**src/rtl/core/mdp_queue.sv**
```systemverilog
// Small FIFO carrying output pixel descriptors from the front end to the back end.
`timescale 1ns / 1ps
module mdp_queue #(
   parameter int unsigned WIDTH = 8,
   parameter int unsigned DEPTH = 2
) (
   input  logic             clock,
   input  logic             reset,
   input  logic             push,
   input  logic [WIDTH-1:0] push_data,
   output logic             full,
   input  logic             pop,
   output logic [WIDTH-1:0] pop_data,
   output logic             empty
);
   localparam int unsigned PW = (DEPTH > 1) ? $clog2(DEPTH) : 1;
   localparam int unsigned CW = $clog2(DEPTH + 1);

   logic [WIDTH-1:0] entry_ff [DEPTH];
   logic [PW-1:0]    wr_ptr_ff, wr_ptr_in, rd_ptr_ff, rd_ptr_in;
   logic [CW-1:0]    count_ff, count_in;

   always_comb begin
      wr_ptr_in = wr_ptr_ff;
      rd_ptr_in = rd_ptr_ff;
      count_in  = count_ff;
      if (push) begin
         wr_ptr_in = (wr_ptr_ff == PW'(DEPTH - 1)) ? '0 : wr_ptr_ff + PW'(1);
      end
      if (pop) begin
         rd_ptr_in = (rd_ptr_ff == PW'(DEPTH - 1)) ? '0 : rd_ptr_ff + PW'(1);
      end
      if (push && !pop) begin
         count_in = count_ff + CW'(1);
      end else if (pop && !push) begin
         count_in = count_ff - CW'(1);
      end
   end

   always_ff @(posedge clock) begin
      if (reset) begin
         wr_ptr_ff <= '0;
         rd_ptr_ff <= '0;
         count_ff  <= '0;
      end else begin
         wr_ptr_ff <= wr_ptr_in;
         rd_ptr_ff <= rd_ptr_in;
         count_ff  <= count_in;
      end
   end

   always_ff @(posedge clock) begin
      if (push) begin
         entry_ff[wr_ptr_ff] <= push_data;
      end
   end

   assign full     = (count_ff == CW'(DEPTH));
   assign empty    = (count_ff == '0);
   assign pop_data = entry_ff[rd_ptr_ff];
endmodule

```
**config.mk**
```make
export PLATFORM = sky130hd
export DESIGN_NAME = mdp_queue
export DESIGN_NICKNAME = d
export VERILOG_FILES = /design/src/rtl/core/mdp_queue.sv
export SDC_FILE = /design/constraint.sdc
export NUM_CORES = 1
export LEC_CHECK = 0
export ABC_AREA = 1
export BUFFER_PORTS_ARGS = -buffer_cell sky130_fd_sc_hd__buf_2
export CAP_MARGIN = 20
export CORE_MARGIN = 4
export CORE_UTILIZATION = 30
export DETAILED_ROUTE_END_ITERATION = 7
export PLACE_DENSITY = 0.55
export SETUP_SLACK_MARGIN = 0.5
export SYNTH_ARGS = -nofsm -noshare
export SYNTH_HDL_FRONTEND = slang
export SYNTH_SLANG_ARGS = --single-unit
```
**constraint.sdc**
```tcl
create_clock -name clock -period 1.2 [get_ports clock]
set_clock_uncertainty 0.05 [all_clocks]
set_input_delay 0.24 -clock clock [delete_from_list [all_inputs] [get_ports clock]]
set_output_delay 0.24 -clock clock [all_outputs]
set_load 0.05 [all_outputs]
```
==> results.sh, run 1 <==
export IMPL_synth_xor_area_share=0.01080
export IMPL_rows=18
export IMPL_overflow=0
export IMPL_dr_total_vias=506
export IMPL_rsz0062_at_grt="yes"
export IMPL_slowest_delay_ns=0.36
export IMPL_p_switching_mw=0.4846
export IMPL_p_leak_nw=0.4907
export IMPL_synth_top_area_frac=0.5926
export IMPL_path_cells="buf_12 -> mux2_4 -> buf_6"
export IMPL_setup_violations=10
export IMPL_startpoint_type="register"
export IMPL_cts_tree="yes"
export IMPL_hpwl_um=988.6
export IMPL_timing_final_crit_share=1.278
export IMPL_wirelength_mm=1.395
export IMPL_outcome="finished, violations left"
export IMPL_viasPerCell=4.439
export IMPL_io_buffers=21
export IMPL_max_freq_ghz=0.6519
export IMPL_path_clk_slew_ns=0.11
export IMPL_violations="setup timing"
export IMPL_synth_flop_cell="edfxtp_1"
export IMPL_ios=22
export IMPL_drt_iter0_markers=2
export IMPL_cts_hold_buf=0
export IMPL_slew_viol_final=0
export IMPL_start_util=0.3214
export IMPL_vdd_drop_max_mv=0.6025
export IMPL_combPwrFrac=0.271
export IMPL_cp_required_ns=0.91
export IMPL_synth_area_leader_cell="edfxtp_1"
export IMPL_fin_util=0.4737
export IMPL_muxShareOfSynthArea=0.1111
export IMPL_setup_slack_ns=-0.3341
export IMPL_grt_usage=0.08348
export IMPL_antenna_found_initial=0
export IMPL_synth_top_family_by_area="multiplexers"
export IMPL_synthTopCellsByCount="edfxtp_1, inv_1, mux2_2"
export IMPL_crit_slowest_cell="dfxtp_2"
export IMPL_p_per_area_nw_per_um2=1370
export IMPL_worstSkewPairLatency_ns=0.29
export IMPL_fp_dieH_um=59.99
export IMPL_syn_area_per_cell_um2=13.98
export IMPL_core_area_um2=2522
export IMPL_end_kind="output pin"
export IMPL_finalPower_mw=1.637
export IMPL_p_int_mw=1.152
export IMPL_root_buffer="clkbuf_4"
export IMPL_fin_crit_ns=1.534
export IMPL_final_antenna_net_count=0
export IMPL_synth_seq_cells=21
export IMPL_cap_violations=0
export IMPL_synth_compound_area_frac=0.01235
export IMPL_netlist_cell_type_count=16
export IMPL_cp_arrival_ns=1.24
export IMPL_power_frac_seq=0.529
export IMPL_ys_warn_count=0
export IMPL_maxSlewHeadroom=0.8231
export IMPL_power_share_switching=0.2961
export IMPL_synth_simple_area_share=0.07870
export IMPL_drc=0
export IMPL_synth_edf_count=16
export IMPL_firstDrtPassIters=2
export IMPL_layout_drive_gt1_share=0.6548
export IMPL_hold_viol=0
export IMPL_area_growth_pct=47.38
export IMPL_die_w_um=59.99
export IMPL_synth_most_common_cell="edfxtp_1"
export IMPL_tightest_slew_ns=0.2647
export IMPL_synth_cells=58
export IMPL_wl_per_cell_um=12.24
export IMPL_cts_buffer_depth=2
export IMPL_pwr_share_clk=0.200
export IMPL_hold_depth=1
export IMPL_grt_max_degree=12
export IMPL_diodes=0
export IMPL_numCtsBuffers=3
export IMPL_hp_class="primary input to register"
export IMPL_ff2ff_setup_slack_ns=0.23
export IMPL_gp_congestion=0.6774
export IMPL_async_flop_share=0
export IMPL_crit_type="register to output pin"
export IMPL_die_area_um2=3598
export IMPL_cp_max_fo=8
export IMPL_grt_pass1_vias=497
export IMPL_cts_sinks=21
export IMPL_synth_area_leaders="edfxtp_1, dfxtp_1, mux2_2"
export IMPL_reg2reg_depth=1
export IMPL_h_tree_depth=1
export IMPL_syn_nets=71
export IMPL_fin_nets=98
export IMPL_syn_area_um2=810.8
export IMPL_ys_seq_area_frac=0.7160
export IMPL_grt_first_pass_wirelength_mm=2.201
export IMPL_synth_fa_ha_area_frac=0.01543
-- cell type report --
type	count	area (um2)
tap	30	37.54
sequential	21	594.3
inverter	9	53.80
clock buffer	4	26.28
multi-input combinational	27	287.8
timing repair buffer	22	187.7
timing repair inverter	1	7.507
fill	236	1328
-- cell families after synthesis --
family / after synthesis
adder cells (fa/ha/maj): 1
multiplexers: 8
AO/OA/AOI/OAI: 2
buffers and inverters: 10
flip-flops: 21
XOR/XNOR: 1
AND/OR/NAND/NOR: 15
-- through the flow --
step	setup TNS [ns]	hold WS, ns	instance area (um2)	worst slack, ns	std cells
floorplan	0	0.2550	885.9	0.08825	58
global placement	-0.3388	0.3807	1037	-0.04862	109
detailed placement	-0.3733	0.3839	1037	-0.05957	109
CTS	-2.741	0.07090	1165	-0.3435	114
global route	-3.056	0.06782	1195	-0.3704	114
finish	-2.671	0.07964	1195	-0.3341	114
-- path summary, 6_finish.rpt --
check                               from                  endpoint
setup / recovery                register               pop_data[7]
hold / removal              push_data[7]  entry_ff[0][7]$_DFFE_PP_
setup reg to reg  wr_ptr_ff$_SDFFE_PP0P_  entry_ff[0][6]$_DFFE_PP_
hold reg to reg   rd_ptr_ff$_SDFFE_PP0P_    rd_ptr_ff$_SDFFE_PP0P_
-- worst max-delay path, delay by kind of cell, from the launching register on --
family / cells / cell delay, ns
buf+inv: 2 / 0.28
flops: 1 / 0.36
mux: 1 / 0.31
-- per-layer routing --
layer	wire (um)	track usage	up-vias
met1	524	0.08808	240
met3	110	0.02808	0
met4	0	0.01899	0
li1	-	-	251
met2	761	0.1574	15
met5	0	0	-
-- placed cells by master (no fill, tap or decap) --
cell / instances
nor2_4: 3
nand2_4: 2
clkbuf_1: 1
buf_2: 11
nand4_1: 1
nor3_2: 1
edfxtp_1: 16
inv_2: 2
inv_12: 1
xnor2_2: 1
inv_1: 4
o21ai_2: 1
dfxtp_4: 3
clkinvlp_4: 1
inv_6: 1
clkbuf_4: 3
buf_12: 1
mux2_4: 8
ha_4: 1
nor2_1: 4
inv_4: 1
dfxtp_2: 2
a21oi_2: 1
nand3_2: 1
buf_6: 10
nand2_1: 3
-- what timing repair did --
item	CTS	global route
gates resized for setup	31	8
gates cloned	1	0
endpoints found under the setup margin	31	31
pin swaps	1	5
setup buffers	0	0
-- power by group through the flow --
stage,Sequential (mW),Combinational (mW),Clock [mW]
6_report,0.866,0.443,0.327
2_1_floorplan,0.867,0.282,0
4_1_cts,0.861,0.430,0.339
3_5_place_dp,0.873,0.363,0
5_1_grt,0.873,0.469,0.366
3_3_place_gp,0.871,0.360,0
-- flip-flops by register name (all words and copies together) (netlist names), named ones only --
name       flops
count_ff       2
entry_ff      16
rd_ptr_ff      1
wr_ptr_ff      1
Note: power is estimated with default switching activity, not from simulation.
==> run 2: changes to the inputs <==
- CORE_MARGIN: 4 -> 1.5
==> results.sh, run 2 (same netlist as run 1, synthesis figures left out) <==
export IMPL_drt_iter0_markers=5
export IMPL_grt_pass1_vias=494
export IMPL_final_antenna_net_count=0
export IMPL_preCtsSetupSlack_ns=-0.05890
export IMPL_fin_area_um2=1197
export IMPL_hp_class="primary input to register"
export IMPL_cts_tree="yes"
export IMPL_finalPower_mw=1.621
export IMPL_pwr_share_clk=0.193
export IMPL_outcome="finished, violations left"
export IMPL_crit_buf_inv=2
export IMPL_cp_max_fo=8
export IMPL_final_cell_mix="edfxtp_1, buf_2, buf_6, mux2_4"
export IMPL_dr_total_vias=491
export IMPL_cts_sinks=21
export IMPL_p_leak_nw=0.4960
export IMPL_crit_slowest_cell="dfxtp_2"
export IMPL_power_share_switching=0.2869
export IMPL_path_cells="buf_12 -> mux2_4 -> buf_6"
export IMPL_cts_hold_buf=0
export IMPL_setup_violations=10
export IMPL_end_kind="output pin"
export IMPL_h_tree_depth=1
export IMPL_hpwl_um=897.1
export IMPL_top_register="entry_ff"
export IMPL_cp_top_family="flip-flops"
export IMPL_vdd_drop_max_mv=0.6788
export IMPL_p_int_mw=1.156
export IMPL_firstDrtPassIters=4
export IMPL_gp_congestion=0.6492
export IMPL_die_w_um=54.99
export IMPL_overflow=0
export IMPL_fin_crit_ns=1.525
export IMPL_numCtsBuffers=3
export IMPL_p_per_area_nw_per_um2=1353
export IMPL_root_buffer="clkbuf_4"
export IMPL_wirelength_mm=1.267
export IMPL_grt_first_pass_wirelength_mm=2.090
export IMPL_timing_final_crit_share=1.271
export IMPL_antenna_found_initial=0
export IMPL_slew_viol_final=0
export IMPL_fin_nets=99
export IMPL_p_switching_mw=0.4650
export IMPL_diodes=0
export IMPL_combPwrFrac=0.274
export IMPL_worstSkewPairLatency_ns=0.29
export IMPL_slowest_delay_ns=0.36
export IMPL_viasPerCell=4.270
export IMPL_path_clk_slew_ns=0.10
export IMPL_startpoint_type="register"
export IMPL_maxSlewHeadroom=0.8262
export IMPL_place_area_um2=1037
export IMPL_grt_usage=0.1017
export IMPL_reg_top3="entry_ff (16), count_ff (2)"
export IMPL_grt_max_degree=12
export IMPL_core_area_um2=2522
export IMPL_io_buffers=21
export IMPL_rsz0062_at_grt="yes"
export IMPL_cp_arrival_ns=1.24
export IMPL_drc=0
export IMPL_rows=18
export IMPL_setup_slack_ns=-0.3253
export IMPL_die_area_um2=3023
export IMPL_layout_drive_gt1_share=0.6471
export IMPL_crit_type="register to output pin"
export IMPL_hold_viol=0
export IMPL_power_frac_seq=0.533
export IMPL_max_freq_ghz=0.6556
export IMPL_cp_required_ns=0.91
export IMPL_cap_violations=0
export IMPL_fin_util=0.4747
export IMPL_ios=22
export IMPL_whs_ns=0.08354
export IMPL_largest_register_ff_count=16
export IMPL_wl_per_cell_um=11.02
export IMPL_area_growth_pct=47.69
export IMPL_tightest_slew_ns=0.2601
export IMPL_start_util=0.3214
export IMPL_violations="setup timing"
export IMPL_fp_dieH_um=54.99
export IMPL_cts_buffer_depth=2
export IMPL_final_common_cell="edfxtp_1"
run 2: cell count changes in the layout (fill, tap and decap cells not counted):
cell     change
a21oi_1      +1
nor2_2       +1
nor2_4       -1
buf_6        +1
a21oi_2      -1
run 2: area by class of cell:
type,instances,area (um2)
Fill cell,238,1325
Multi-Input combinational cell,27,279.0
Timing Repair Buffer,23,198.9
Timing Repair inverter,1,7.507
Tap cell,30,37.54
Inverter,9,53.80
Sequential cell,21,594.3
Clock buffer,4,26.28
run 2: path summary, 6_finish.rpt:
kind | startpoint | to | slack [ns] | cells past startpoint
worst max-delay path | register | pop_data[3] | -0.33 | 3
worst min-delay path | push_data[6] | entry_ff[0][6]$_DFFE_PP_ | 0.08 | 1
worst max register to register | wr_ptr_ff$_SDFFE_PP0P_ | entry_ff[0][7]$_DFFE_PP_ | 0.24 | 1
worst min register to register | rd_ptr_ff$_SDFFE_PP0P_ | register | 0.48 | 2
run 2: stage by stage:
stage / std cells / setup TNS, ns
5_1_grt: 115 / -3.186
4_1_cts: 114 / -2.874
6_report: 115 / -2.627
3_3_place_gp: 109 / -0.3292
3_5_place_dp: 109 / -0.4299
2_1_floorplan: 58 / 0
run 2: power groups by stage:
| stage | clock, mW | combinational [mW] | sequential, mW |
|---|---|---|---|
| 2_1_floorplan | 0 | 0.282 | 0.867 |
| 3_3_place_gp | 0 | 0.358 | 0.871 |
| 3_5_place_dp | 0 | 0.363 | 0.873 |
| 4_1_cts | 0.334 | 0.431 | 0.864 |
| 5_1_grt | 0.363 | 0.476 | 0.870 |
| 6_report | 0.312 | 0.444 | 0.864 |
run 2: timing repair:
item / in CTS / in global routing
endpoints found under the setup margin: 31 / 31
gates resized for setup: 33 / 5
cloned: 1 / 0
buffers inserted: 0 / 1
pin swaps: 3 / 6
hold endpoints to repair: 0 / 0
run 2: metal layers:
metal / part of all wire / track usage / up-vias
li1: - / - / 251
met1: 0.41 / 0.1136 / 225
met2: 0.54 / 0.1865 / 15
met3: 0.052 / 0.02419 / 0
met4: 0 / 0.03659 / 0
met5: 0 / 0 / -
==> run 3: changes to the inputs <==
--- a/constraint.sdc
+++ b/constraint.sdc
@@ -4,2 +4,2 @@
 set_output_delay 0.24 -clock clock [all_outputs]
-set_load 0.05 [all_outputs]
+set_load 0.005 [all_outputs]
==> results.sh, run 3 (same netlist as run 1, synthesis figures left out) <==
export IMPL_p_leak_nw=0.4893
export IMPL_cts_buffer_depth=2
export IMPL_final_antenna_net_count=0
export IMPL_numCtsBuffers=3
export IMPL_nFillCells=246
export IMPL_antenna_found_initial=0
export IMPL_multiInputGateArea_um2=272.8
export IMPL_grt_first_pass_wirelength_mm=2.001
export IMPL_end_kind="output pin"
export IMPL_firstDrtPassIters=3
export IMPL_fin_crit_ns=1.473
export IMPL_p_per_area_nw_per_um2=1256
export IMPL_fin_nets=99
export IMPL_die_area_um2=3023
export IMPL_timing_final_crit_share=1.227
export IMPL_cts_sinks=21
export IMPL_setup_violations=8
export IMPL_pwr_share_clk=0.220
export IMPL_worstSkewPairLatency_ns=0.29
export IMPL_startpoint_type="register"
export IMPL_top_register="entry_ff"
export IMPL_cp_top_family="flip-flops"
export IMPL_path_cells="mux2_4 -> buf_6"
export IMPL_ff_latch_area_um2=593.1
export IMPL_finalPower_mw=1.462
export IMPL_power_share_switching=0.2325
export IMPL_cp_arrival_ns=1.18
export IMPL_wl_per_cell_um=10.84
export IMPL_rows=18
export IMPL_hold_viol=0
export IMPL_p_switching_mw=0.3398
export IMPL_rsz0062_at_grt="yes"
export IMPL_drt_iter0_markers=2
export IMPL_ios=22
export IMPL_cts_tree="yes"
export IMPL_layout_drive_gt1_share=0.6471
export IMPL_cp_max_fo=8
export IMPL_tightest_slew_ns=0.2534
export IMPL_slew_viol_final=0
export IMPL_start_util=0.3214
export IMPL_core_area_um2=2522
export IMPL_cp_required_ns=0.91
export IMPL_overflow=0
export IMPL_vdd_drop_max_mv=0.9051
export IMPL_grt_max_degree=13
export IMPL_root_buffer="clkbuf_4"
export IMPL_area_growth_pct=43.52
export IMPL_gp_congestion=0.6642
export IMPL_combPwrFrac=0.185
export IMPL_reg_top3="entry_ff (16), count_ff (2)"
export IMPL_preCtsSetupSlack_ns=-0.02155
export IMPL_die_w_um=54.99
export IMPL_crit_type="register to output pin"
export IMPL_hp_class="primary input to register"
export IMPL_maxSlewHeadroom=0.8307
export IMPL_cts_hold_buf=0
export IMPL_violations="setup timing"
export IMPL_viasPerCell=4.383
export IMPL_io_buffers=21
export IMPL_path_clk_slew_ns=0.11
export IMPL_drc=0
export IMPL_crit_slowest_cell="dfxtp_4"
export IMPL_final_common_cell="edfxtp_1"
export IMPL_fp_dieH_um=54.99
export IMPL_max_freq_ghz=0.6791
export IMPL_h_tree_depth=1
export IMPL_outcome="finished, violations left"
export IMPL_final_cell_mix="edfxtp_1, buf_2, buf_6, mux2_4"
export IMPL_crit_buf_inv=1
export IMPL_slowest_delay_ns=0.45
export IMPL_dr_total_vias=504
export IMPL_cap_violations=0
export IMPL_setup_slack_ns=-0.2726
export IMPL_power_frac_seq=0.595
export IMPL_grt_usage=0.1003
export IMPL_p_int_mw=1.122
export IMPL_wirelength_mm=1.247
export IMPL_hpwl_um=894.9
export IMPL_diodes=0
export IMPL_grt_pass1_vias=479
export IMPL_largest_register_ff_count=16
## run 3: path summary, 6_finish.rpt
| kind | startpoint | endpoint | slack, ns | cells past startpoint |
|---|---|---|---|---|
| setup / recovery | register | pop_data[2] | -0.27 | 2 |
| hold / removal | push_data[3] | entry_ff[0][3]$_DFFE_PP_ | 0.07 | 1 |
| setup reg to reg | wr_ptr_ff$_SDFFE_PP0P_ | entry_ff[0][6]$_DFFE_PP_ | 0.25 | 1 |
| hold reg to reg | rd_ptr_ff$_SDFFE_PP0P_ | rd_ptr_ff$_SDFFE_PP0P_ | 0.48 | 2 |
## run 3: final cells by class
cell class | count | area share
inverters | 9 | 0.04409
clock buffers | 3 | 0.01935
multi-input cells | 27 | 0.2344
repair inverters | 1 | 0.006452
repair buffers | 23 | 0.1495
well taps | 30 | 0.03226
flip-flops and latches | 21 | 0.5097
clock inverters | 1 | 0.004301
## run 3: routing by layer
| metal | wire, um | vias up | GRT usage | share of wire |
|---|---|---|---|---|
| li1 | - | 254 | - | - |
| met1 | 482 | 230 | 0.09075 | 0.39 |
| met2 | 659 | 18 | 0.1885 | 0.53 |
| met3 | 96 | 2 | 0.05108 | 0.077 |
| met4 | 8 | 0 | 0.03659 | 0.0064 |
| met5 | 0 | - | 0 | 0 |
## run 3: through the flow
| stage | hold WS [ns] | util | cells | area, um2 | TNS (ns) |
|---|---|---|---|---|---|
| global route | 0.05072 | 0.4613 | 115 | 1164 | -2.668 |
| detailed placement | 0.3824 | 0.4043 | 108 | 1020 | -0.1440 |
| global placement | 0.3793 | 0.4043 | 108 | 1020 | -0.1075 |
| floorplan | 0.2550 | - | 58 | 888.4 | 0 |
| finish | 0.07468 | 0.4613 | 115 | 1164 | -2.145 |
| CTS | 0.05779 | 0.4464 | 115 | 1126 | -2.360 |
## run 3: power by group through the flow
stage	clock (mW)	combinational [mW]	sequential, mW
after floorplan	0	0.147	0.870
after global placement	0	0.201	0.886
after detailed placement	0	0.205	0.887
after CTS	0.346	0.248	0.871
after global routing	0.377	0.299	0.876
final	0.321	0.271	0.870
## run 3: timing repair
| item | 4_1_cts | 5_1_grt |
|---|---|---|
| pin swaps | 4 | 0 |
| cloned | 1 | 0 |
| resized for setup | 14 | 6 |
| setup buffers | 2 | 0 |
| setup endpoints to repair | 31 | 29 |
